## config.mk

```make
export PLATFORM = sky130hd
export DESIGN_NAME = sbba_ctrl
export DESIGN_NICKNAME = d
export VERILOG_FILES = /design/src/sv/sbba_pkg.sv /design/src/sv/sbba_ctrl.sv
export SDC_FILE = /design/constraint.sdc
export NUM_CORES = 1
export LEC_CHECK = 0
export BUFFER_PORTS_ARGS = -buffer_cell sky130_fd_sc_hd__buf_2
export CAP_MARGIN = 20
export CORE_AREA = 2 2 246 248
export DETAILED_ROUTE_END_ITERATION = 16
export DIE_AREA = 0 0 248 250
export GPL_TIMING_DRIVEN = 0
export HOLD_SLACK_MARGIN = 0.03
export PLACE_DENSITY_LB_ADDON = 0.25
export REMOVE_ABC_BUFFERS = 1
export SETUP_SLACK_MARGIN = 0.2
export SYNTH_ARGS = -nofsm -noshare
export SYNTH_HDL_FRONTEND = slang
export SYNTH_SLANG_ARGS = --single-unit
```

## constraint.sdc

```tcl
create_clock -name aclk -period 5.85 [get_ports aclk]
set_input_delay 1.17 -clock aclk [delete_from_list [all_inputs] [get_ports aclk]]
set_output_delay 1.17 -clock aclk [all_outputs]
set_load 0.05 [all_outputs]
```

## src/sv/sbba_pkg.sv

```systemverilog
// Shared types, constants and widths for the segregated bin block allocator.
`timescale 1ns / 1ps
package sbba_pkg;

    // Heap geometry
    localparam int HEAP_GRANULES = 4096;
    localparam int BIN_COUNT     = 128;
    localparam int GRAN_SHIFT    = 4;    // 16-byte granules
    localparam int GRAN_ROUND    = 15;   // rounds bytes up to a whole granule

    // Field widths fixed by the stream format
    localparam int ACT_W  = 1;
    localparam int REQ_W  = 16;
    localparam int ADDR_W = 12;
    localparam int ST_W   = 2;
    localparam int SW     = 13;          // stored block size in granules
    localparam int NW     = REQ_W - GRAN_SHIFT + 1; // granules needed, header included

    // Derived widths
    localparam int AW = $clog2(HEAP_GRANULES);
    localparam int BW = $clog2(BIN_COUNT);
    localparam int LW = $clog2(HEAP_GRANULES + 1);
    localparam int XW = ((AW > SW) ? AW : SW) + 2;  // compare width for sums

    // Stream widths
    localparam int S_TDATA_W = ((REQ_W + ADDR_W + 7) / 8) * 8;
    localparam int S_TUSER_W = ACT_W;
    localparam int M_TDATA_W = ((ADDR_W + 7) / 8) * 8;
    localparam int M_TUSER_W = ST_W + 1;

    localparam logic ACT_ALLOC = 1'b0;
    localparam logic ACT_FREE  = 1'b1;

    typedef enum logic [ST_W-1:0] {
        ST_DONE        = 2'd0,
        ST_NULL        = 2'd1,
        ST_EXHAUSTED   = 2'd2,
        ST_DOUBLE_FREE = 2'd3
    } status_t;

    typedef struct packed {
        logic              action;
        logic [REQ_W-1:0]  bytes;
        logic [ADDR_W-1:0] addr;
    } req_t;

    typedef struct packed {
        status_t           status;
        logic [ADDR_W-1:0] addr;
        logic              from_bin;
    } result_t;

    // Block table entry, one per header granule
    typedef struct packed {
        logic [SW-1:0] size;
        logic          piu;
        logic [AW-1:0] next;
    } blk_entry_t;

    // Bin table entry, one per bin
    typedef struct packed {
        logic [AW-1:0] first;
        logic [AW-1:0] last;
    } bin_entry_t;

    typedef struct packed {
        logic          we;
        logic [AW-1:0] addr;
        blk_entry_t    wdata;
    } blk_cmd_t;

    typedef struct packed {
        logic          we;
        logic [BW-1:0] addr;
        bin_entry_t    wdata;
    } bin_cmd_t;

endpackage

```

## src/sv/sbba_ctrl.sv

```systemverilog
// Request sequencer: read-modify-write of the block and bin tables.
`timescale 1ns / 1ps
module sbba_ctrl (
    input  logic                aclk,
    input  logic                aresetn,
    input  logic                req_valid,
    output logic                req_ready,
    input  sbba_pkg::req_t      req,
    output logic                res_valid,
    input  logic                res_ready,
    output sbba_pkg::result_t   res,
    output sbba_pkg::blk_cmd_t  blk_cmd,
    input  sbba_pkg::blk_entry_t blk_rd,
    output sbba_pkg::bin_cmd_t  bin_cmd,
    input  sbba_pkg::bin_entry_t bin_rd
);
    import sbba_pkg::*;

    typedef enum logic [10:0] {
        S_IDLE     = 11'b00000000001,
        S_START    = 11'b00000000010,
        S_CARVE2   = 11'b00000000100,
        S_POP_BIN  = 11'b00000001000,
        S_POP_BLK  = 11'b00000010000,
        S_POP_MARK = 11'b00000100000,
        S_FREE_SZ  = 11'b00001000000,
        S_FREE_CHK = 11'b00010000000,
        S_LINK_RD  = 11'b00100000000,
        S_LINK_WR  = 11'b01000000000,
        S_FIN      = 11'b10000000000
    } state_t;

    state_t              state_reg, state_next;
    logic                act_reg, act_next;
    logic                zero_reg, zero_next;
    logic                hoob_reg, hoob_next;
    logic [NW-1:0]       need_reg, need_next;
    logic [BW-1:0]       b_reg, b_next;
    logic [AW-1:0]       h_reg, h_next;
    logic [AW-1:0]       n_reg, n_next;
    logic [AW-1:0]       last_reg, last_next;
    logic [AW-1:0]       top_reg, top_next;
    logic [LW-1:0]       left_reg, left_next;
    logic [BIN_COUNT-1:0] ne_reg, ne_next;
    result_t             res_reg, res_next;

    logic [REQ_W:0]      bytes_sum;
    logic [NW-1:0]       gran;
    logic [ADDR_W-1:0]   addr_m1;
    logic [XW-1:0]       n_full;
    logic [XW-1:0]       size_m1;
    logic [ADDR_W-1:0]   h_user;

    assign bytes_sum = {1'b0, req.bytes} + (REQ_W + 1)'(GRAN_ROUND);
    assign gran      = NW'(bytes_sum >> GRAN_SHIFT);
    assign addr_m1   = req.addr - ADDR_W'(1);
    assign n_full    = XW'(h_reg) + XW'(blk_rd.size);
    assign size_m1   = XW'(blk_rd.size) - XW'(1);
    assign h_user    = ADDR_W'(XW'(h_reg) + XW'(1));

    always_comb begin
        state_next = state_reg;
        act_next   = act_reg;
        zero_next  = zero_reg;
        hoob_next  = hoob_reg;
        need_next  = need_reg;
        b_next     = b_reg;
        h_next     = h_reg;
        n_next     = n_reg;
        last_next  = last_reg;
        top_next   = top_reg;
        left_next  = left_reg;
        ne_next    = ne_reg;
        res_next   = res_reg;
        req_ready  = 1'b0;
        res_valid  = 1'b0;
        blk_cmd    = '{we: 1'b0, addr: h_reg, wdata: '0};
        bin_cmd    = '{we: 1'b0, addr: b_reg, wdata: '0};

        case (state_reg)
            S_IDLE: begin
                req_ready = aresetn;
                if (req_valid && aresetn) begin
                    act_next  = req.action;
                    zero_next = (req.action == ACT_FREE) ? (req.addr == '0)
                                                         : (req.bytes == '0);
                    hoob_next = XW'(req.addr) > XW'(HEAP_GRANULES);
                    need_next = gran + NW'(1);
                    b_next    = (XW'(gran) < XW'(BIN_COUNT)) ? BW'(gran) : '0;
                    h_next    = AW'(addr_m1);
                    state_next = S_START;
                end
            end
            S_START: begin
                res_next = '{status: ST_DONE, addr: '0, from_bin: 1'b0};
                if (zero_reg) begin
                    res_next.status = ST_NULL;
                    state_next = S_FIN;
                end else if (act_reg == ACT_ALLOC) begin
                    if (b_reg != '0 && ne_reg[b_reg]) begin
                        state_next = S_POP_BIN;
                    end else if (XW'(need_reg) >= XW'(left_reg)) begin
                        res_next.status = ST_EXHAUSTED;
                        state_next = S_FIN;
                    end else begin
                        // carve the new block at the top
                        blk_cmd.we    = 1'b1;
                        blk_cmd.addr  = top_reg;
                        blk_cmd.wdata = '{size: SW'(need_reg), piu: 1'b1, next: '0};
                        h_next    = top_reg;
                        top_next  = top_reg + AW'(need_reg);
                        left_next = left_reg - LW'(need_reg);
                        state_next = S_CARVE2;
                    end
                end else if (hoob_reg) begin
                    res_next.status = ST_DOUBLE_FREE;
                    state_next = S_FIN;
                end else begin
                    state_next = S_FREE_SZ;
                end
            end
            S_CARVE2: begin
                // header of the remaining top block
                blk_cmd.we    = 1'b1;
                blk_cmd.addr  = top_reg;
                blk_cmd.wdata = '{size: SW'(left_reg), piu: 1'b1, next: '0};
                res_next.addr = h_user;
                state_next = S_FIN;
            end
            S_POP_BIN: begin
                h_next       = bin_rd.first;
                last_next    = bin_rd.last;
                blk_cmd.addr = bin_rd.first;
                state_next   = S_POP_BLK;
            end
            S_POP_BLK: begin
                if (h_reg == last_reg) begin
                    ne_next[b_reg] = 1'b0;
                end else begin
                    bin_cmd.we    = 1'b1;
                    bin_cmd.wdata = '{first: blk_rd.next, last: last_reg};
                end
                res_next.addr     = h_user;
                res_next.from_bin = 1'b1;
                if (n_full < XW'(HEAP_GRANULES)) begin
                    n_next       = AW'(n_full);
                    blk_cmd.addr = AW'(n_full);
                    state_next   = S_POP_MARK;
                end else begin
                    state_next = S_FIN;
                end
            end
            S_POP_MARK: begin
                blk_cmd.we    = 1'b1;
                blk_cmd.addr  = n_reg;
                blk_cmd.wdata = '{size: blk_rd.size, piu: 1'b1, next: blk_rd.next};
                state_next = S_FIN;
            end
            S_FREE_SZ: begin
                if (n_full >= XW'(HEAP_GRANULES)) begin
                    res_next.status = ST_DOUBLE_FREE;
                    state_next = S_FIN;
                end else begin
                    n_next       = AW'(n_full);
                    blk_cmd.addr = AW'(n_full);
                    // zero sizes and sizes beyond the bin range fall into bin 0
                    if (blk_rd.size == '0 || size_m1 >= XW'(BIN_COUNT)) begin
                        b_next = '0;
                    end else begin
                        b_next = BW'(size_m1);
                    end
                    bin_cmd.addr = b_next;
                    state_next   = S_FREE_CHK;
                end
            end
            S_FREE_CHK: begin
                if (!blk_rd.piu) begin
                    res_next.status = ST_DOUBLE_FREE;
                    state_next = S_FIN;
                end else begin
                    blk_cmd.we    = 1'b1;
                    blk_cmd.addr  = n_reg;
                    blk_cmd.wdata = '{size: blk_rd.size, piu: 1'b0, next: blk_rd.next};
                    bin_cmd.we    = 1'b1;
                    bin_cmd.wdata = '{first: ne_reg[b_reg] ? bin_rd.first : h_reg,
                                      last: h_reg};
                    ne_next[b_reg] = 1'b1;
                    if (ne_reg[b_reg]) begin
                        last_next  = bin_rd.last;
                        state_next = S_LINK_RD;
                    end else begin
                        state_next = S_FIN;
                    end
                end
            end
            S_LINK_RD: begin
                blk_cmd.addr = last_reg;
                state_next   = S_LINK_WR;
            end
            S_LINK_WR: begin
                // chain the freed block behind the old tail
                blk_cmd.we    = 1'b1;
                blk_cmd.addr  = last_reg;
                blk_cmd.wdata = '{size: blk_rd.size, piu: blk_rd.piu, next: h_reg};
                state_next = S_FIN;
            end
            S_FIN: begin
                res_valid = 1'b1;
                if (res_ready) begin
                    state_next = S_IDLE;
                end
            end
            default: begin
                state_next = S_IDLE;
            end
        endcase
    end

    assign res = res_reg;

    always_ff @(posedge aclk) begin
        if (!aresetn) begin
            state_reg <= S_IDLE;
            top_reg   <= '0;
            left_reg  <= LW'(HEAP_GRANULES);
            ne_reg    <= '0;
        end else begin
            state_reg <= state_next;
            top_reg   <= top_next;
            left_reg  <= left_next;
            ne_reg    <= ne_next;
        end
    end

    always_ff @(posedge aclk) begin
        act_reg  <= act_next;
        zero_reg <= zero_next;
        hoob_reg <= hoob_next;
        need_reg <= need_next;
        b_reg    <= b_next;
        h_reg    <= h_next;
        n_reg    <= n_next;
        last_reg <= last_next;
        res_reg  <= res_next;
    end

endmodule

```

* Word-level counts from Yosys, hierarchy flattened *
Index checks and enable logic that the tools add are counted.

storage, ports and cells
  ROM bits = 0
  RAM bits = 0
  logic and storage cells = 154
  flip-flop bits (word level) = 237
  latch bits = 0
  memories = 0

cells by class
  magnitude comparators = 7
  add/sub/neg operators = 8
  divide/modulo/power cells = 0
  multiplexer cells = 65
  bitwise gates (word level) = 7
  shift operators = 0
  equal/unequal tests = 25
  reduce and logical (&&, ||, !) cells = 28
  multiply operators = 0

operator list
  kind                                                                 number
  2-to-1 mux 128 bit                                                   2
  one-hot mux 128 bit (2 select lines)                                 1
  2-to-1 mux 39 bit                                                    5
  2-to-1 mux 12 bit                                                    12
  one-hot mux 26 bit (5 select lines)                                  1
  AND 128 bit                                                          1
  inverter 128 bit                                                     1
  OR 128 bit                                                           1
  2-to-1 mux 11 bit                                                    10
  one-hot mux 11 bit (9 select lines)                                  1
  one-hot mux 12 bit (8 select lines)                                  1
  one-hot mux 12 bit (2 select lines)                                  3
  2-to-1 mux 24 bit                                                    2
  one-hot mux 24 bit (2 select lines)                                  1
  one-hot mux 12 bit (3 select lines)                                  1
  2-to-1 mux 7 bit                                                     5
  inequality test 2 bit, second input constant                         13
  adder 16 x 4 -> 17 bit, second input constant                        1
  zero test 16 bit                                                     1
  greater-or-equal comparator 15 x 8 -> 1 bit, second input constant   1
  adder 12 x 13 -> 14 bit                                              1
  greater-or-equal comparator 14 x 13 -> 1 bit, second input constant  1
  less-than comparator 14 x 13 -> 1 bit, second input constant         1
  one-hot mux 7 bit (2 select lines)                                   1
  other kinds (43)                                                     72

* Logic depth before layout (Yosys ltp) *
Gate-level depths: netlist (run 1).

  word-level depth = 8
  gate-level depth with buffers = 14

* Worst setup path after synthesis (run 1) *
OpenSTA, ideal clock, no wires.

  path type = in2out
  start point = in blk_rd[13] (netlist bit)
  end point = out bin_cmd[26] (netlist bit)
  arrival = 4.377 ns
  stages = 12
  slack = 0.303 ns
  data required time = 4.680 ns
  path buffers = 2
  path through = ha_1 -> inv_1 -> fa_1 -> nor2b_1 -> o31ai_1 -> a21oi_1 -> and4_1 -> clkbuf_1 -> o21a_1 -> clkbuf_1 -> nand2_1 -> o31ai_1

RTL lines
  element             RTL line         text
  start: declaration  sbba_ctrl.sv:13  input sbba_pkg::blk_entry_t blk_rd,
  end: declaration    sbba_ctrl.sv:14  output sbba_pkg::bin_cmd_t bin_cmd,

==> results of run 1 <==
[what timing repair did]
item,CTS,global route
setup buffers,7,6
gates resized for setup,13,11
pin swaps,2,1
endpoints found under the setup margin,44,32
hold buffers,0,0
[synth_stat cells, types with 8 or more instances]
cell type | count | area, um^2
o21ai_1 | 8 | 40.0
nand4_1 | 17 | 106
a22oi_1 | 21 | 158
nor4_1 | 11 | 68.8
clkbuf_1 | 104 | 390
or2_2 | 10 | 62.6
a21o_1 | 8 | 60.1
buf_1 | 8 | 30.0
nor2b_1 | 28 | 175
or3_1 | 13 | 81.3
nand2_1 | 118 | 443
mux4_2 | 14 | 315
ha_1 | 40 | 500
o21ai_0 | 180 | 901
dfxtp_1 | 164 | 3280
inv_1 | 44 | 165
nand2b_1 | 15 | 93.8
nor2_1 | 111 | 417
a221oi_1 | 9 | 78.8
nor3_1 | 30 | 150
buf_2 | 8 | 40.0
nand3_1 | 160 | 801
mux2i_1 | 48 | 480
a22o_1 | 33 | 289
a221o_1 | 15 | 150
and3_1 | 20 | 125
a211oi_1 | 12 | 90.1
xor2_1 | 21 | 184
o22ai_1 | 15 | 93.8
xnor2_1 | 52 | 455
a21oi_1 | 182 | 911
edfxtp_1 | 73 | 2190
a31oi_1 | 8 | 50.1
[metal layers]
layer	up-vias	wire [um]	track usage (%)
li1	6749	-	-
met1	6982	24400	23.0
met2	587	27600	30.2
met3	112	4140	2.61
met4	4	1980	6.04
met5	-	27	0
[cell families after synthesis]
| group | share of synthesized area (%) |
|---|---|
| flops | 37.2 |
| compound gates | 24.1 |
| xor+xnor | 4.35 |
| buf+inv | 4.92 |
| fa+ha+maj | 3.88 |
| simple gates | 20.0 |
| mux | 5.57 |
[cell usage in the layout (no fill, tap or decap), types with 29 or more instances in the layout]
cell,n
a22o_1,33
inv_1,43
nand2_1,117
nor2_1,103
clkbuf_16,29
a21oi_1,180
nand3_1,160
ha_1,40
xnor2_1,52
buf_2,167
edfxtp_1,73
o21ai_0,176
mux2i_1,48
dfxtp_1,164
[worst max-delay path, stage by stage]
cell     delay [ns]
buf_2          0.23
ha_1           0.27
inv_1          0.07
fa_1           0.40
nor2b_1        0.24
o31ai_2        0.12
a21oi_2        0.20
and4_2         0.33
o21a_4         0.24
nand2_1        0.21
or3_1          0.49
o21ai_0        0.28
buf_4          0.31
[metrics by stage]
| step | setup slack [ns] | instance area [um^2] | hold WS, ns | utilization [%] |
|---|---|---|---|---|
| 5_1_grt | 0.0123 | 17600 | 0.483 | 29.6 |
| 4_1_cts | 0.211 | 17500 | 0.470 | 29.4 |
| 3_5_place_dp | -0.110 | 16500 | 0.462 | 27.7 |
| 6_report | 0.104 | 17600 | 0.470 | 29.6 |
| 2_1_floorplan | -0.0602 | 14200 | 0.445 | - |
| 3_3_place_gp | -1.89 | 16000 | 0.453 | 26.8 |
[power breakdown]
part | leakage [nW] | switching, mW | internal (mW)
Clock | 0.459 | 0.761 | 1.04
Sequential | 1.98 | 0.0493 | 1.72
Combinational | 3.82 | 0.332 | 0.170
Total | 6.26 | 1.14 | 2.93
[final cells by class]
cell class,instances,share of cell area (%)
Sequential cell,237,31.1
Clock inverter,12,0.646
Multi-Input combinational cell,1334,48.9
Timing Repair Buffer,208,8.25
Clock buffer,42,4.57
Tap cell,782,5.55
Inverter,47,1.05
[final timing paths]
kind	startpoint	to	slack, ns	cells past startpoint
hold reg to reg	flip-flop	flip-flop	0.47	2
setup reg to reg	b_reg[2]	h_reg[11]	1.86	11
setup / recovery	blk_rd[13]	bin_cmd[30]	0.10	13
hold / removal	flip-flop	flip-flop	0.47	2
==> impl_metrics.csv, run 1 <==
group,metric,value,unit
logic_synthesis,syn_inst,1747,
clock_network,clock-sinks,237,
layout,multi_input_area,8610,um^2
clock_network,insertion_delay,0.59,ns
routing,post_drt_via_cell_ratio,5.42,
sta,relSlewSlack,19.1,%
layout,area_growth,19.9,%
logic_synthesis,ys.flop_type,"dfxtp_1",
clock_network,numCtsBuffers,29,
power,ir_worst_vdd,0.000211,V
global_route,grt_pass1_wl,85.5,mm
critical_path,end_kind,"output port",
layout,drive_gt1_share,17.4,%
floorplan,ioPinCount,171,
floorplan,die_h,250,um
layout,n_fill_cell,6302,
global_route,antenna_found_initial,2,
routing,drcViolationCount,0,
place,place_congestion,0.862,
clock_network,cts.htree.levels,1,
critical_path,criticalPathCategory,"input port to output port",
logic_synthesis,synth_edf_count,73,
routing,drt-total-wl,58.2,mm
sta,maxSlewViolCount,0,
sta,worstMarginPinSlew,1.21,ns
clock_network,cts_tree,"built",
global_route,grt_pass1_vias,13800,
place,dpl.cell_count,2593,
sta,period_needed,5.75,ns
place,numPortBuffers,170,
global_route,globalRouteOverflowTotal,0,
power,p_per_area,231,nW/um^2
critical_path,critPathLaunchType,"input port",
layout,nNetsFinal,1983,
flow_run,cap_violations,0,
layout,fin_cells,2662,
layout,ff_latch_area,5480,um^2
logic_synthesis,netlist_area,14700,um^2
power,power.total,4.07,mW
logic_synthesis,ys.warnings.count,0,
place,hpwl,41.6,mm
clock_network,path_clk_slew,0.06,ns
global_route,grtUsageTotal,17.8,%
sta,finClkSkew,0.0342,ns
floorplan,dieWidth,248,um
status,outcome,"completed",
logic_synthesis,ys_types,80,
logic_synthesis,async_flop_share,0,%
routing,vias,14400,
sta,hold_viol,0,
routing,wl_per_cell,21.9,um
hold_path,hp-class,"flip-flop to flip-flop",
floorplan,start_util,24.7,%
clock_network,cts_buffer_depth,3,
routing,drtIter0Drc,1252,
layout,diodes,0,
critical_path,required,4.68,ns
global_route,grt_max_degree,92,
sta,finalSetupTns,0,ns
logic_synthesis,avgSynthCellArea,8.41,um^2
floorplan,rows,90,
floorplan,die-area,62000,um^2
sta,finalSetupViolations,0,
logic_synthesis,synth_seq_area_share,37.2,%
sta,fin_crit_sh,98.2,%
routing,detail_route.first_pass.iterations,5,
logic_synthesis,synth_seq_cells,237,
routing,ant_nets,0,
sta,rsz0062_at_grt,"true",
critical_path,cp_data_arrival_time,4.58,ns
floorplan,core-area,59600,um^2
critical_path,critical_path.max_fanout,9,
sta,max_freq,0.174,GHz
clock_network,cts_root_buf,"clkbuf_16",
power,power_leakage,6.26,nW
Note: power is estimated with default switching activity, not from simulation.
==> run 2, diff against run 1 <==
--- a/config.mk
+++ b/config.mk
@@ -13,6 +13,7 @@
 export GPL_TIMING_DRIVEN = 0
 export HOLD_SLACK_MARGIN = 0.03
 export PLACE_DENSITY_LB_ADDON = 0.25
+export RECOVER_POWER = 100
 export REMOVE_ABC_BUFFERS = 1
 export SETUP_SLACK_MARGIN = 0.2
 export SYNTH_ARGS = -nofsm -noshare
==> impl_metrics.csv, run 2 (synthesized netlist as in run 1, its figures left out) <==
group,metric,value,unit
place,numPortBuffers,170,
hold_path,hp-class,"flip-flop to flip-flop",
clock_network,numCtsBuffers,29,
sta,relSlewSlack,-14.9,%
layout,diodes,0,
clock_network,cts_buffer_depth,3,
sta,period_needed,5.69,ns
global_route,grt_pass1_wl,85.5,mm
clock_network,cts_root_buf,"clkbuf_16",
power,ir_worst_vdd,0.000212,V
floorplan,die-area,62000,um^2
clock_network,clock-sinks,237,
sta,rsz0062_at_grt,"true",
floorplan,core-area,59600,um^2
global_route,grt_max_degree,92,
sta,fin_crit_sh,97.2,%
sta,timing.final.ws_setup,0.165,ns
layout,ff_latch_area,5480,um^2
flow_run,cap_violations,5,
status,violations,"max-capacitance violations, max-slew violations",
layout,final_common_cell,"o21ai_0",
routing,wl_per_cell,21.9,um
clock_network,cts.htree.levels,1,
sta,hold_viol,0,
routing,ant_nets,0,
layout,n_fill_cell,6338,
clock_network,insertion_delay,0.60,ns
critical_path,cp_data_arrival_time,4.52,ns
clock_network,path_clk_slew,0.06,ns
power,power_leakage,6.01,nW
place,hpwl,41.6,mm
layout,multi_input_area,8560,um^2
floorplan,start_util,24.7,%
routing,drtIter0Drc,1144,
global_route,globalRouteOverflowTotal,0,
critical_path,critPathLaunchType,"input port",
floorplan,rows,90,
layout,nNetsFinal,1983,
global_route,grtUsageTotal,17.8,%
layout,fin_cells,2662,
layout,area_growth,18.9,%
sta,finClkSkew,0.0355,ns
sta,max_freq,0.176,GHz
routing,post_drt_via_cell_ratio,5.43,
clock_network,hold_buffers,0,
global_route,antenna_found_initial,2,
critical_path,critical_path.max_fanout,9,
critical_path,end_kind,"output port",
routing,drcViolationCount,0,
place,place_ws,-0.110,ns
sta,finalSetupViolations,0,
power,power.total,4.07,mW
critical_path,required,4.68,ns
status,outcome,"finished with violations",
sta,holdWs,0.471,ns
floorplan,dieWidth,248,um
sta,maxSlewViolCount,85,
layout,final_cell_mix,"182 x o21ai_0, 181 x a21oi_1, 164 x dfxtp_1, 160 x nand3_1, 117 x nand2_1",
place,place_congestion,0.862,
clock_network,cts_tree,"built",
critical_path,criticalPathCategory,"input port to output port",
power,p_per_area,233,nW/um^2
sta,finalSetupTns,0,ns
place,dpl.cell_count,2593,
sta,worstMarginPinSlew,1.72,ns
routing,detail_route.first_pass.iterations,7,
global_route,grt_pass1_vias,13800,
floorplan,ioPinCount,171,
floorplan,die_h,250,um
routing,drt-total-wl,58.2,mm
routing,vias,14500,
layout,drive_gt1_share,13.4,%
==> run 2: changes by cell type in the layout (fill, tap and decap cells not counted), sizes merged <==
cell and delta:
buf -91, clkbuf +91
==> run 2: path summary, 6_finish.rpt <==
path | end | startpoint | slack [ns] | depth (start not counted)
worst max register to register | h_reg[11] | b_reg[4] | 1.42 | 10
worst max-delay path | bin_cmd[30] | blk_rd[13] | 0.16 | 13
worst min register to register | flip-flop | flip-flop | 0.47 | 2
worst min-delay path | flip-flop | flip-flop | 0.47 | 2
==> run 2: what timing repair did <==
item                                    4_1_cts  5_1_grt
setup buffers                                 7        6
endpoints found under the setup margin       44       32
resized for setup                            13       11
pin swaps                                     2        1
==> run 2: final cells by class <==
| type | count | area share, % |
|---|---|---|
| Inverter | 47 | 1.06 |
| Clock inverter | 12 | 0.651 |
| Timing Repair Buffer | 208 | 7.77 |
| Tap cell | 782 | 5.60 |
| Sequential cell | 237 | 31.3 |
| Clock buffer | 42 | 4.60 |
| Multi-Input combinational cell | 1334 | 49.0 |
==> run 2: report_power, final <==
part | switching, mW | internal, mW
combinational | 0.330 | 0.166
sequential | 0.0500 | 1.72
clock | 0.760 | 1.04
==> run 2: metrics by stage <==
step	area, um^2	utilization [%]
detailed placement	16500	27.7
global route	17500	29.3
floorplan	14200	-
CTS	17500	29.4
finish	17500	29.3
global placement	16000	26.8
==> run 2: routing by layer <==
| layer | vias to the layer above | track usage [%] | part of all wire [%] |
|---|---|---|---|
| li1 | 6740 | - | - |
| met1 | 7056 | 23.0 | 42 |
| met2 | 557 | 30.2 | 48 |
| met3 | 110 | 2.61 | 6.8 |
| met4 | 4 | 6.04 | 3.4 |
| met5 | - | 0 | 0.046 |
==> run 2: critical path: stages <==
cell	delay [ns]
buf_2	0.23
ha_1	0.27
inv_1	0.07
fa_1	0.40
nor2b_1	0.23
o31ai_2	0.12
a21oi_2	0.18
and4_2	0.33
o21a_4	0.24
nand2_1	0.21
or3_1	0.49
o21ai_0	0.26
buf_4	0.31
