## config.mk

```make
export PLATFORM = sky130hd
export DESIGN_NAME = sbba_ram
export DESIGN_NICKNAME = d
export VERILOG_FILES = /design/src/sv/sbba_ram.sv
export SDC_FILE = /design/constraint.sdc
export NUM_CORES = 1
export LEC_CHECK = 0
export ABC_AREA = 0
export BUFFER_PORTS_ARGS = -buffer_cell sky130_fd_sc_hd__buf_2
export CAP_MARGIN = 20
export CORE_MARGIN = 4
export CORE_UTILIZATION = 39
export CTS_BUF_LIST = sky130_fd_sc_hd__clkbuf_4 sky130_fd_sc_hd__clkbuf_8 sky130_fd_sc_hd__clkbuf_16
export DETAILED_ROUTE_END_ITERATION = 6
export GPL_TIMING_DRIVEN = 0
export PLACE_DENSITY_LB_ADDON = 0.05
export RECOVER_POWER = 50
export SLEW_MARGIN = 0
export SYNTH_ARGS = -nofsm -noshare
export SYNTH_HDL_FRONTEND = slang
export SYNTH_SLANG_ARGS = --single-unit
```

## constraint.sdc

```tcl
create_clock -name aclk -period 1.91 [get_ports aclk]
set_clock_uncertainty 0.05 [all_clocks]
set_input_delay 0.191 -clock aclk [delete_from_list [all_inputs] [get_ports aclk]]
set_output_delay 0.191 -clock aclk [all_outputs]
set_load 0.02 [all_outputs]
```

## src/sv/sbba_ram.sv

```systemverilog
// Generic single-port synchronous RAM with registered read data.
`timescale 1ns / 1ps
module sbba_ram #(
    parameter int DATA_W = 8,
    parameter int DEPTH  = 16
) (
    input  logic                     aclk,
    input  logic                     we,
    input  logic [$clog2(DEPTH)-1:0] addr,
    input  logic [DATA_W-1:0]        wdata,
    output logic [DATA_W-1:0]        rdata
);

    logic [DATA_W-1:0] mem [DEPTH];

    always_ff @(posedge aclk) begin
        if (we) begin
            mem[addr] <= wdata;
        end
        rdata <= mem[addr];
    end

endmodule

```

; Yosys cells after proc, flatten, opt, wreduce, memory -nomap -nowiden
; Memories as Yosys holds them, arrays and structs flattened. A register that Yosys moved wholly into a read port is not among the register bits.
; Cells that the tools add are included.
; W data, S select, Z words.
[totals]
reg_bits = 0
n_memories = 1
output_inout_bits = 8
ramBits = 128
[op_classes]
mux = 2
[mem_list]
columns = memory, words, word_bits, rd, rd_clocked_by_memory_dff, write_ports, line_no
row1 = mem, 16, 8, 1, 1, 1, 14  ; logic [DATA_W-1:0] mem [DEPTH];
[op_table]
columns = op, n
row1 = $mux W1, 2

; Depth between registers and ports, before layout
; Gate-level depths: netlist of run 1.
[depth]
depth_word = 2
ltp_mapped = 5
depth_no_buf = 3

; Least setup slack after synthesis of run 1
; Ideal clock, no wire load.
[synth_path]
kind = input port to flip-flop
start = input port addr[2]
end = memory mem[0][0] (enable)
t_required_ns = 1.477
t_arrival_ns = 1.301
path_stages = 2
setup_slack_ns = 0.176
path_cell_list = or3b_2 -> nor3_1
[synth_lines]
columns = element, line_no
row1 = from (decl), 9  ; input logic [$clog2(DEPTH)-1:0] addr,
row2 = to (decl), 14
; No word-level cell before the write port.

; Worst setup path after layout of run 1
[layout_path]
start = input port addr[1]
end = memory mem[3][7] (enable)
; No word-level cell before the write port.

==> results.txt, run 1 <==
* Antenna cell count: 0
- In this run the worst path has a maximum fanout of 10.
* Critical Path Sink Type: register
- WL/cell: 22.9 µm
- At the later pin of the worst-skew pair, clock insertion delay measures 0.41 ns.
- Reported max-cap violation count: 0
* Clock power frac: 45.6%
- Measured slew at the worst slew-check pin: 0.832 ns
* Total instance count after detailed placement: 425
* Final number of max-transition violations: 0
- CP Class: primary input to register
- Each instance of the synthesized netlist takes up on average 22.0 µm².
* Vias in the first global route: 2392
- Post-CTS timing repair inserted 0 buffers for setup.
* Placer congestion estimate: 0.726
- Chip Height: 122 µm
- For this run, global-route usage on met2 was measured as 22.8%.
- Post-CTS repair changed the size of 0 cells.
- Cell-internal power: 5420 µW
- Flops & latches, synth: 136
- STA puts the critical path data required time at 1.90 ns.
- WP buf/inv: 2
- Setup violations remaining at the end of the flow were counted as 0.
- Critical path's top delay family: simple AND/OR/NAND/NOR gates
- Fraction of final layout cells sized beyond drive strength 1: 30.9%
- Clock tree from TritonCTS: yes
* P per Cell Area: 1140 mW/mm²
- Switching fraction of total power: 20.2%
- Critical register-to-register path endpoint: rdata[3]$_DFF_P_
- The run finished with clean final reports.
- The critical path goes through buf_2 -> buf_1 -> nand2_1 -> nor2_1.
* Leakage Power: 0.00192 µW
- After synthesis, the cell types taking the most area are sky130_fd_sc_hd__edfxtp_1 (76%), sky130_fd_sc_hd__mux4_2 (14%), sky130_fd_sc_hd__dfxtp_1 (3.2%).
- Number of I/O pins: 22
* Unrepaired setup endpoints after global routing: true
* Synthesis Warnings: 0
- Detailed placement ended at an HPWL of 6730 µm.
- Vias post-DR: 2314
* Worst EP arrival: 1.83 ns
* Number of iterations in the first detailed-routing pass: 4
* Post-synthesis cell type with the largest combined area: sky130_fd_sc_hd__edfxtp_1
- After layout, the worst path uses 96.3% of the clock period.
* NumNets Final: 286
- In this run the core area contains 41 standard-cell rows.
- The largest single stage delay on the critical path is 0.68 ns.
- Measured in cells, the most critical reg-to-reg path has a length of 3.
* Share of the synthesized area in the top cell type: 75.9%
- GR Overflow Total: 0
- Maximum clock insertion buffer count: 2
- Post-synthesis cell area: 0.00507 mm²
- Compared with the post-synthesis result, the final layout area differs by 17.8%.
- The worst pin sits at a relative slew slack of 44.6%.
- The floorplan step defined a die boundary enclosing 0.0149 mm².
- Summing internal, switching and leakage power gives 6790 µW.
- Hold Crit Class: primary input to register
* Initial cell density of the core: 40.0%
- Post-layout minimum cycle time: 1.84 ns
- Sort of element at the start of the critical path: primary input
- Met3 usage in global routing: 5.80%
- Clock-pin slew on the worst setup and hold paths: 0.05 ns
- Core outline area: 0.0127 mm²
- Master cell of the clock root buffer: sky130_fd_sc_hd__clkbuf_16
- Share of total power in sequential cells: 49.4%
- Counting instances, the worst hold path has a depth of 4.
* Number of nets produced by synthesis: 244
- For hold timing, the worst endpoint is rdata[7]$_DFF_P_.
- Horizontal die dimension: 122 µm
* Global-route usage over all layers: 15.7%
- Per report_power, the combinational group accounts for 5.0% of the total.
- The initial antenna violation count is 0.
- Synthesis instantiated 18 different standard cells from the library.
- The startpoint identified for the worst register-to-register timing path is mem[7][3]$_DFFE_PP_.
* Cts hold-fix bufs: 0
* Post-synthesis instance total: 230
* H-tree levels: 4
- Highest-utilization routing layer at the global route stage: met2
* Routed vias/inst: 5.06
- Entering global routing, the biggest net connects 17 pins.
* Final hold violation count: 0
* Slowest cell on the critical path: sky130_fd_sc_hd__nor2_1
- After detailed routing, the number of remaining DRC violations is 0.
- In the global route stage, met1 resource usage came out at 21.9%.
- For flop-to-flop paths, the worst setup slack is 0.45 ns.
* Worst Hold Launch: addr[0]
* Total Routed Length: 10500 µm
* Routed Antenna Nets: 0
- Derived from the worst setup path, the maximum achievable clock frequency is 543 MHz.
- The detailed router finished its first iteration with 227 violations.
* CTS Sinks: 136
- The first global-routing pass estimated 15500 µm of wire.
* Cell Count, Final, Fillers Out: 457
- The share of the Yosys chip area taken by registers is 79.0%.
* Clock buffers created by TritonCTS: 17
* Worst supply voltage drop on vdd: 0.599 mV
- Switching power of the nets: 1370 µW
- During placement, the flow inserted port buffers numbering 19.
-- logic make-up after synthesis --
logic type | count (synthesis) | synth area share, %
AO/OA/AOI/OAI | 16 | 2.37
flip-flops | 136 | 79.0
AND/OR/NAND/NOR | 35 | 3.21
buffers and inverters | 11 | 1.19
multiplexers | 32 | 14.2
-- cells in the final DEF, fill, tap and decap left out --
cell | synthesis | final
sky130_fd_sc_hd__nand2_1 | 9 | 9
sky130_fd_sc_hd__nor2_2 | 0 | 4
sky130_fd_sc_hd__buf_2 | 2 | 13
sky130_fd_sc_hd__edfxtp_1 | 128 | 128
sky130_fd_sc_hd__or3b_2 | 1 | 1
sky130_fd_sc_hd__dfxtp_1 | 8 | 8
sky130_fd_sc_hd__buf_6 | 2 | 2
sky130_fd_sc_hd__buf_4 | 0 | 4
sky130_fd_sc_hd__nand3_1 | 1 | 1
sky130_fd_sc_hd__clkbuf_2 | 1 | 1
sky130_fd_sc_hd__nand2b_1 | 2 | 2
sky130_fd_sc_hd__clkbuf_16 | 0 | 17
sky130_fd_sc_hd__nand3b_1 | 2 | 2
sky130_fd_sc_hd__clkinv_1 | 0 | 1
sky130_fd_sc_hd__clkinvlp_4 | 0 | 1
sky130_fd_sc_hd__nor2_1 | 13 | 9
sky130_fd_sc_hd__clkinv_2 | 0 | 7
sky130_fd_sc_hd__a22oi_1 | 16 | 16
sky130_fd_sc_hd__clkbuf_4 | 0 | 4
sky130_fd_sc_hd__nor2b_1 | 2 | 2
sky130_fd_sc_hd__nor3_1 | 4 | 4
sky130_fd_sc_hd__clkbuf_1 | 2 | 10
sky130_fd_sc_hd__bufinv_16 | 0 | 2
sky130_fd_sc_hd__and2_1 | 1 | 1
sky130_fd_sc_hd__buf_1 | 4 | 4
sky130_fd_sc_hd__mux4_2 | 32 | 32
-- worst min-delay path, delay by kind of cell --
kind	cells	cell delay, ns
buf+inv	1	0.17
mux	1	0.24
compound gates	1	0.08
simple gates	1	0.05
-- cell usage after synthesis --
cell	instances
sky130_fd_sc_hd__or3b_2	1
sky130_fd_sc_hd__edfxtp_1	128
sky130_fd_sc_hd__nor2b_1	2
sky130_fd_sc_hd__nand2b_1	2
sky130_fd_sc_hd__clkbuf_2	1
sky130_fd_sc_hd__nand3_1	1
sky130_fd_sc_hd__and2_1	1
sky130_fd_sc_hd__nand2_1	9
sky130_fd_sc_hd__buf_1	4
sky130_fd_sc_hd__dfxtp_1	8
sky130_fd_sc_hd__mux4_2	32
sky130_fd_sc_hd__nor2_1	13
sky130_fd_sc_hd__nand3b_1	2
sky130_fd_sc_hd__buf_6	2
sky130_fd_sc_hd__a22oi_1	16
sky130_fd_sc_hd__nor3_1	4
sky130_fd_sc_hd__buf_2	2
sky130_fd_sc_hd__clkbuf_1	2
-- worst max path at each step --
| stage | from | to | slack (ns) | depth (start not counted) |
|---|---|---|---|---|
| 2_1_floorplan | addr[2] | mem[0][0]$_DFFE_PP_ | 0.18 | 2 |
| 3_3_place_gp | addr[1] | mem[8][4]$_DFFE_PP_ | -0.48 | 3 |
| 3_5_place_dp | addr[1] | mem[15][6]$_DFFE_PP_ | -0.41 | 4 |
| 4_1_cts | addr[1] | mem[15][5]$_DFFE_PP_ | 0.04 | 4 |
| 5_1_grt | addr[1] | mem[11][7]$_DFFE_PP_ | -0.06 | 4 |
| 6_report | addr[1] | mem[3][7]$_DFFE_PP_ | 0.07 | 4 |
-- metrics by stage --
stage / cell area [µm²] / utilization [%] / hold WS, ns / setup slack (ns) / TNS [ns]
after floorplan: 5070 / - / 0.240 / 0.176 / 0
after global placement: 5380 / 42.4 / 0.558 / -0.484 / -46.54
after detailed placement: 5410 / 42.7 / 0.556 / -0.405 / -31.97
after CTS: 5970 / 47.1 / 0.133 / 0.0387 / 0
after global routing: 5970 / 47.1 / 0.333 / -0.0573 / -1.22
final: 5970 / 47.1 / 0.312 / 0.0699 / 0
-- power groups by stage --
stage                     combinational, µW  clock [µW]  sequential, µW
final                                   340        3100            3350
after global routing                    370        3300            3360
after CTS                               349        3160            3350
after detailed placement                350           0            3410
after global placement                  345           0            3410
after floorplan                         172           0            3440
-- registers in the layout (all words and copies together), names as in the netlist --
| signal | flops |
|---|---|
| rdata | 8 |
| mem | 128 |
-- layout make-up --
cell class / instances / area [µm²]
Fill cell: 1083 / 6700
Sequential cell: 136 / 4000
Multi-Input combinational cell: 83 / 1010
Clock buffer: 21 / 455
Tap cell: 172 / 215
Timing Repair Buffer: 23 / 115
Clock inverter: 11 / 106
Buffer: 11 / 60.1
-- layer usage --
layer / wire (µm) / part of all wire, %
met5: 0 / 0
met1: 4810 / 46
met3: 584 / 5.6
met4: 106 / 1.0
met2: 4980 / 48
No activity file was read; power rests on OpenSTA's default activity.
==> run 2: changes to the inputs <==
--- a/config.mk
+++ b/config.mk
@@ -7,9 +7,8 @@
 export LEC_CHECK = 0
 export ABC_AREA = 0
 export BUFFER_PORTS_ARGS = -buffer_cell sky130_fd_sc_hd__buf_2
-export CAP_MARGIN = 20
 export CORE_MARGIN = 4
-export CORE_UTILIZATION = 39
+export CORE_UTILIZATION = 60
 export CTS_BUF_LIST = sky130_fd_sc_hd__clkbuf_4 sky130_fd_sc_hd__clkbuf_8 sky130_fd_sc_hd__clkbuf_16
 export DETAILED_ROUTE_END_ITERATION = 6
 export GPL_TIMING_DRIVEN = 0
==> constraint.sdc (replaced) <==
create_clock -name aclk -period 2 [get_ports aclk]
set_clock_uncertainty 0.05 [all_clocks]
set_input_delay 0.2 -clock aclk [delete_from_list [all_inputs] [get_ports aclk]]
set_output_delay 0.2 -clock aclk [all_outputs]
set_load 0.02 [all_outputs]
==> results.txt, run 2 (synthesis results as in run 1) <==
- Across the run, the number of max-cap violations was 0.
- Vias in the first global route: 2391
* Routed vias/inst: 6.12
- After clock tree synthesis, the setup repair step added 0 buffers.
* Total negative slack for setup checks: 0 ns
- Flip-flop count of the largest register after layout: 128
- The pre-antenna-repair detailed-routing pass consisted of 4 iterations.
* Unrepaired setup endpoints after global routing: false
- The worst setup path is launched from a primary input.
- Number of antenna violations at the first check in global routing: 0
- Critical register-to-register path endpoint: rdata[4]$_DFF_P_
* Hold path depth: 1
- Including well taps, the total number of placed cells is 354.
- 0 antenna diodes ended up in the layout.
- Detailed placement ended at an HPWL of 5860 µm.
- Cell Count, Final, Fillers Out: 387
* Maximum clock insertion buffer count: 2
* Post-place setup slack: -0.308 ns
- The hold violation count in the final report came to 0.
* Master cell of the clock root buffer: sky130_fd_sc_hd__clkbuf_8
* WL/cell: 25.3 µm
* Instance area after placement: 0.00529 mm²
* Multi-input logic area: 0.00101 mm²
- Leakage Power: 0.00192 µW
* Measured slew at the worst slew-check pin: 1.20 ns
* Syn-to-layout area delta: 17.2%
- Horizontal die dimension: 99.9 µm
- Number of I/O pins: 22
* Global-route wire length before repair: 14700 µm
- The flow ran to the end, and the final reports show no timing, DRC or antenna violations.
* NumNets Final: 283
- Leaving out fill and tap cells, the most frequent cell in the layout is sky130_fd_sc_hd__edfxtp_1.
* Worst EP arrival: 1.84 ns
- In this run, the number of DRC markers left after iteration 0 of detailed routing was 181.
- Biggest registers after layout: mem x128, rdata x8
- Total Die Area: 0.00998 mm²
- Setup slack after layout: 0.250 ns
- The worst hold path terminates at mem[5][6]$_DFFE_PP_.
- Worst supply voltage drop on vdd: 0.734 mV
- In the global route stage, overall resource usage came out at 21.4%.
* Fraction of final layout cells sized beyond drive strength 1: 26.6%
- P per Cell Area: 1160 mW/mm²
- Number of input and output port buffers inserted: 19
* Beginning of the worst register-to-register path: mem[7][4]$_DFFE_PP_
* Slack of the worst reg-to-reg path: 0.57 ns
- Reg area: 0.00400 mm²
* CP Class: primary input to register
* Critical path required time: 2.09 ns
- Once the clock tree was built, the resizer swapped 0 gates to a different size.
* Total number of placement rows: 33
- Clock latency on the worst-skew pair, taken at its later pin, is 0.52 ns.
- Initial cell density of the core: 61.7%
- Final number of max-transition violations: 0
* GR Overflow Total: 0
- The congestion estimate from routability-driven global placement came to 0.773.
- Clock buffers created by TritonCTS: 17
* Final setup vio count: 0
- The die is 99.9 µm tall.
* Largest register by flop count: mem
- Post-layout minimum cycle time: 1.75 ns
- In this run the standard cell core region covers 0.00822 mm².
- Fill cell count: 479
- Clock tree from TritonCTS: yes
- Post-route DRC: 0
* Clock-pin slew on the worst setup and hold paths: 0.06 ns
* Vias post-DR: 2367
- Worst r2r path cells: 3
- Along the worst path, the maximum fanout reaches 10.
* CTS Sinks: 136
* Total Routed Length: 9790 µm
* Post-route design area: 0.00594 mm²
- Period utilisation layout: 87.5%
- STA classifies the critical path endpoint as a register.
- Entering global routing, the biggest net connects 17 pins.
- The worst hold path begins at wdata[6].
- Slew margin rel.: 19.5%
- Highest Clock Rate: 571 MHz
- After clock tree synthesis, the flow added hold-fix buffers numbering 0.
- The H-tree was split into 4 levels.
- Most frequent cells in the layout: sky130_fd_sc_hd__edfxtp_1 (128), sky130_fd_sc_hd__mux4_2 (32), sky130_fd_sc_hd__clkbuf_1 (18)
- Hold Crit Class: primary input to register
* Routed Antenna Nets: 0
run 2: worst max path at each step:
| stage | startpoint | endpoint | cells past startpoint |
|---|---|---|---|
| CTS | addr[2] | mem[0][6]$_DFFE_PP_ | 3 |
| global route | addr[1] | mem[3][6]$_DFFE_PP_ | 4 |
| floorplan | addr[2] | mem[0][0]$_DFFE_PP_ | 2 |
| global placement | addr[2] | mem[0][0]$_DFFE_PP_ | 3 |
| finish | addr[1] | mem[3][6]$_DFFE_PP_ | 4 |
| detailed placement | addr[2] | mem[0][7]$_DFFE_PP_ | 3 |
run 2: per-layer routing:
| metal | GRT usage [%] | up-vias | share of wire, % |
|---|---|---|---|
| met3 | 5.35 | 11 | 7.7 |
| li1 | - | 1039 | - |
| met1 | 30.8 | 1222 | 40 |
| met5 | 0 | - | 0 |
| met4 | 7.56 | 0 | 1.0 |
| met2 | 32.7 | 95 | 51 |
run 2: layout make-up:
class                           instances  share of cell area [%]
Sequential cell                       136                    67.4
Multi-Input combinational cell         83                    17.0
Clock buffer                           21                    7.79
Clock inverter                         11                    3.26
Tap cell                              105                    2.21
Timing Repair Buffer                   20                    1.35
Buffer                                 11                    1.01
run 2: worst max-delay path, stage by stage:
cell and delay, ns:
sky130_fd_sc_hd__buf_2 0.24, sky130_fd_sc_hd__buf_1 0.48, sky130_fd_sc_hd__nand2_1 0.24, sky130_fd_sc_hd__nor2_1 0.68
run 2: per-stage QoR:
step	total power (µW)	util, %	hold WS (ns)
global placement	3570	64.4	0.557
CTS	6950	72.4	0.0218
floorplan	3450	-	0.249
detailed placement	3580	64.4	0.565
global route	7100	72.3	0.246
finish	6900	72.3	0.210
run 2: report_power, final:
group          internal [µW]  switching, µW
Combinational            113            197
Clock                   2270           1120
Sequential              3190           16.6
==> run 3: changes to the inputs <==
--- a/config.mk
+++ b/config.mk
@@ -5,15 +5,15 @@
 export SDC_FILE = /design/constraint.sdc
 export NUM_CORES = 1
 export LEC_CHECK = 0
-export ABC_AREA = 0
+export ABC_AREA = 1
 export BUFFER_PORTS_ARGS = -buffer_cell sky130_fd_sc_hd__buf_2
 export CORE_MARGIN = 4
-export CORE_UTILIZATION = 60
+export CORE_UTILIZATION = 61
 export CTS_BUF_LIST = sky130_fd_sc_hd__clkbuf_4 sky130_fd_sc_hd__clkbuf_8 sky130_fd_sc_hd__clkbuf_16
 export DETAILED_ROUTE_END_ITERATION = 6
 export GPL_TIMING_DRIVEN = 0
 export PLACE_DENSITY_LB_ADDON = 0.05
-export RECOVER_POWER = 50
+export RECOVER_POWER = 25
 export SLEW_MARGIN = 0
 export SYNTH_ARGS = -nofsm -noshare
 export SYNTH_HDL_FRONTEND = slang
==> results.txt, run 3 <==
* Status: finished clean
- Max-cap violations in this run came to 0.
- NumNets Final: 601
* Combinational group share of total power: 6.3%
* Initial cell density of the core: 63.5%
- Number of input and output port buffers inserted: 20
* Number of enable flip-flop cells after synthesis: 128
- The initialized floorplan defines 34 standard-cell rows.
* Post-synthesis instance total: 548
* Horizontal die dimension: 104 µm
- Fraction of met1 tracks used by global routing: 31.5%
- Of the post-synthesis cell area, the dominant cell type holds 68.7%.
- Routed vias/inst: 5.20
- Based on the critical path, the design can be clocked at up to 588 MHz.
- The initial antenna violation count is 0.
* Part of the Yosys area used for sequential elements: 71.6%
* Period utilisation layout: 85.1%
- Critical Path Sink Type: register
* CP Max Fanout: 10
- After detailed routing, the average wire length per cell comes to 16.9 µm.
- Clock latency of the later-clocked register in the worst-skew pair: 0.52 ns
- In this run the worst hold path is classified as primary input to register.
- Flip-flop count of the largest register after layout: 128
- The max-slew violation total from the final report came to 0.
* Most instantiated flip-flop cell in the synthesis netlist: sky130_fd_sc_hd__edfxtp_1
* Biggest registers after layout: mem x128, rdata x8
- Leaving out filler cells and counting taps, the final layout contains 708.
- At the pin with the least slew margin, the transition time is 0.880 ns.
- Count of buffers added by post-CTS timing repair for setup: 0
- The critical path is of the primary input to register type.
- Entering global routing, the biggest net connects 17 pins.
- Number of iterations in the first detailed-routing pass: 5
- Compared with the post-synthesis result, the final layout area differs by 14.0%.
- Ranked by instance count, the synthesized netlist is headed by sky130_fd_sc_hd__nand2_1 (346), sky130_fd_sc_hd__edfxtp_1 (128), sky130_fd_sc_hd__inv_1 (21).
* Worst EP arrival: 1.80 ns
- Power spread over the standard cell area amounts to 1020 mW/mm².
* Worst supply voltage drop on vdd: 0.797 mV
* Most frequent cells in the layout: sky130_fd_sc_hd__nand2_1 (346), sky130_fd_sc_hd__edfxtp_1 (128), sky130_fd_sc_hd__buf_2 (27)
- Net switching is 22.2% of the power.
* Global-route wire length before repair: 18700 µm
- CTS Sinks: 136
* Vias in the first global route: 3497
* Flops & latches, synth: 136
- Post-synthesis cell type with the largest combined area: sky130_fd_sc_hd__edfxtp_1
- Global-route usage over all layers: 23.3%
- Number of I/O pins: 22
- The hold violation count in the final report is 0.
- Resized cells post-CTS: 0
- The Yosys step of the flow raised 0 warnings.
* Worst r2r path cells: 8
* GR Overflow Total: 0
- Critical path required time: 2.10 ns
* Beginning of the worst register-to-register path: mem[15][0]$_DFFE_PP_
- Core outline area: 0.00881 mm²
- Maximum clock insertion buffer count: 2
- In this run the most used layer during global routing was met2.
- At the end of routability-driven placement, the weighted congestion stood at 0.860.
* Fill cell count: 645
- Largest register by flop count: mem
* Master cell of the clock root buffer: sky130_fd_sc_hd__clkbuf_8
* Avg Synthesized Cell Area: 10.2 µm²
- The post-route netlist has 10.5% of its cells at a drive strength greater than 1.
- The analysis attributes to net switching a power of 1440 µW.
- Total Routed Length: 12000 µm
* Clock power frac: 44.4%
- Post-place setup slack: -0.189 ns
- Number of nets produced by synthesis: 562
- Once placement completed, the tool counted placed cells totaling 676.
- Slew margin rel.: 41.4%
- The mapped netlist covers 0.00559 mm².
- Met3 usage in global routing: 5.04%
- Worst Hold Launch: wdata[3]
- Most frequent standard cell in the layout excluding fill and tap cells: sky130_fd_sc_hd__nand2_1
- Cts hold-fix bufs: 0
- Vias post-DR: 3680
- Once detailed placement completed, the half-perimeter wirelength came to 7620 µm.
- Leakage Power: 0.00275 µW
* Clock tree from TritonCTS: yes
- Total Die Area: 0.0108 mm²
- Share of total power in sequential cells: 49.3%
* Antenna cell count: 0
- Final setup vio count: 0
- Most numerous cell in the Yosys netlist: sky130_fd_sc_hd__nand2_1
* Sort of element at the start of the critical path: primary input
- The most critical setup path has its startpoint at addr[1].
- After synthesis, the share of flip-flops with an asynchronous set or reset is 0%.
- Counting I/O delays and the setup requirement, the final critical path takes 1.70 ns.
- By area the synthesized netlist is led by sky130_fd_sc_hd__edfxtp_1 (69%), sky130_fd_sc_hd__nand2_1 (23%), sky130_fd_sc_hd__dfxtp_1 (2.9%).
- The H-tree was split into 4 levels.
* Clock-pin slew on the worst setup and hold paths: 0.06 ns
- Cell-internal power: 5060 µW
- GR Layer Usage met2: 37.4%
* Unique masters post-synth: 11
* DRC marker count from the first detailed-route iteration: 322
- Setup slack after layout: 0.299 ns
- Chip Height: 104 µm
* Clock buffers created by TritonCTS: 17
- Setup repair after global routing left no endpoint under its margin.
* Routed Antenna Nets: 0
- In the routed design, unresolved DRC markers number 0.
- Hold path depth: 1
==> run 3: changes by cell type in the layout (fill, tap and decap cells not counted), sizes merged, moves of 4 or more <==
cell	previous run	this run
nor2	13	18
a22oi	16	0
nor3	4	0
mux4	32	0
inv	0	22
clkbuf	41	26
buf	11	33
nand2	9	346
clkinv	5	9
==> run 3: kinds of logic after synthesis <==
logic type	after synthesis	share of synthesized area [%]
buf+inv	44	3.62
flops	136	71.6
simple gates	368	24.8
==> run 3: critical path, cell delays in order <==
cell and delay (ns):
sky130_fd_sc_hd__buf_2 0.19, sky130_fd_sc_hd__clkbuf_1 0.38, sky130_fd_sc_hd__nand3_1 0.32, sky130_fd_sc_hd__nor2_1 0.70
==> run 3: power by group through the flow <==
stage          registers (µW)  clock network [µW]  logic (µW)
2_1_floorplan            3290                   0         220
3_3_place_gp             3260                   0         399
3_5_place_dp             3260                   0         407
4_1_cts                  3200                2900         411
5_1_grt                  3210                3030         456
6_report                 3200                2890         409
==> run 3: path summary, 6_finish.rpt <==
kind | to | slack (ns)
hold reg to reg | rdata[5]$_DFF_P_ | 0.66
setup reg to reg | rdata[0]$_DFF_P_ | 0.94
setup / recovery | mem[10][2]$_DFFE_PP_ | 0.30
hold / removal | mem[0][3]$_DFFE_PP_ | 0.08
==> run 3: stage by stage <==
stage | hold WS, ns | area [µm²] | total power [µW] | utilization (%) | setup TNS (ns)
2_1_floorplan | 0.249 | 5590 | 3510 | - | 0
3_3_place_gp | 0.567 | 5830 | 3660 | 66.2 | -13.97
3_5_place_dp | 0.567 | 5830 | 3670 | 66.2 | -14.08
4_1_cts | 0.0437 | 6380 | 6520 | 72.5 | 0
5_1_grt | 0.0733 | 6380 | 6700 | 72.4 | 0
6_report | 0.0767 | 6380 | 6500 | 72.4 | 0
==> run 3: layout make-up <==
class | count | area [µm²] | area share [%]
Tap cell | 108 | 135 | 2.12
Multi-Input combinational cell | 368 | 1390 | 21.7
Buffer | 21 | 116 | 1.82
Clock inverter | 14 | 134 | 2.10
Sequential cell | 136 | 4000 | 62.8
Clock buffer | 18 | 422 | 6.61
Inverter | 23 | 86.3 | 1.35
Timing Repair Buffer | 20 | 93.8 | 1.47
==> run 3: layer usage <==
metal / up-vias / part of all wire [%]
li1: 1831 / -
met1: 1678 / 43
met2: 150 / 48
met3: 21 / 7.5
met4: 0 / 1.6
met5: - / 0
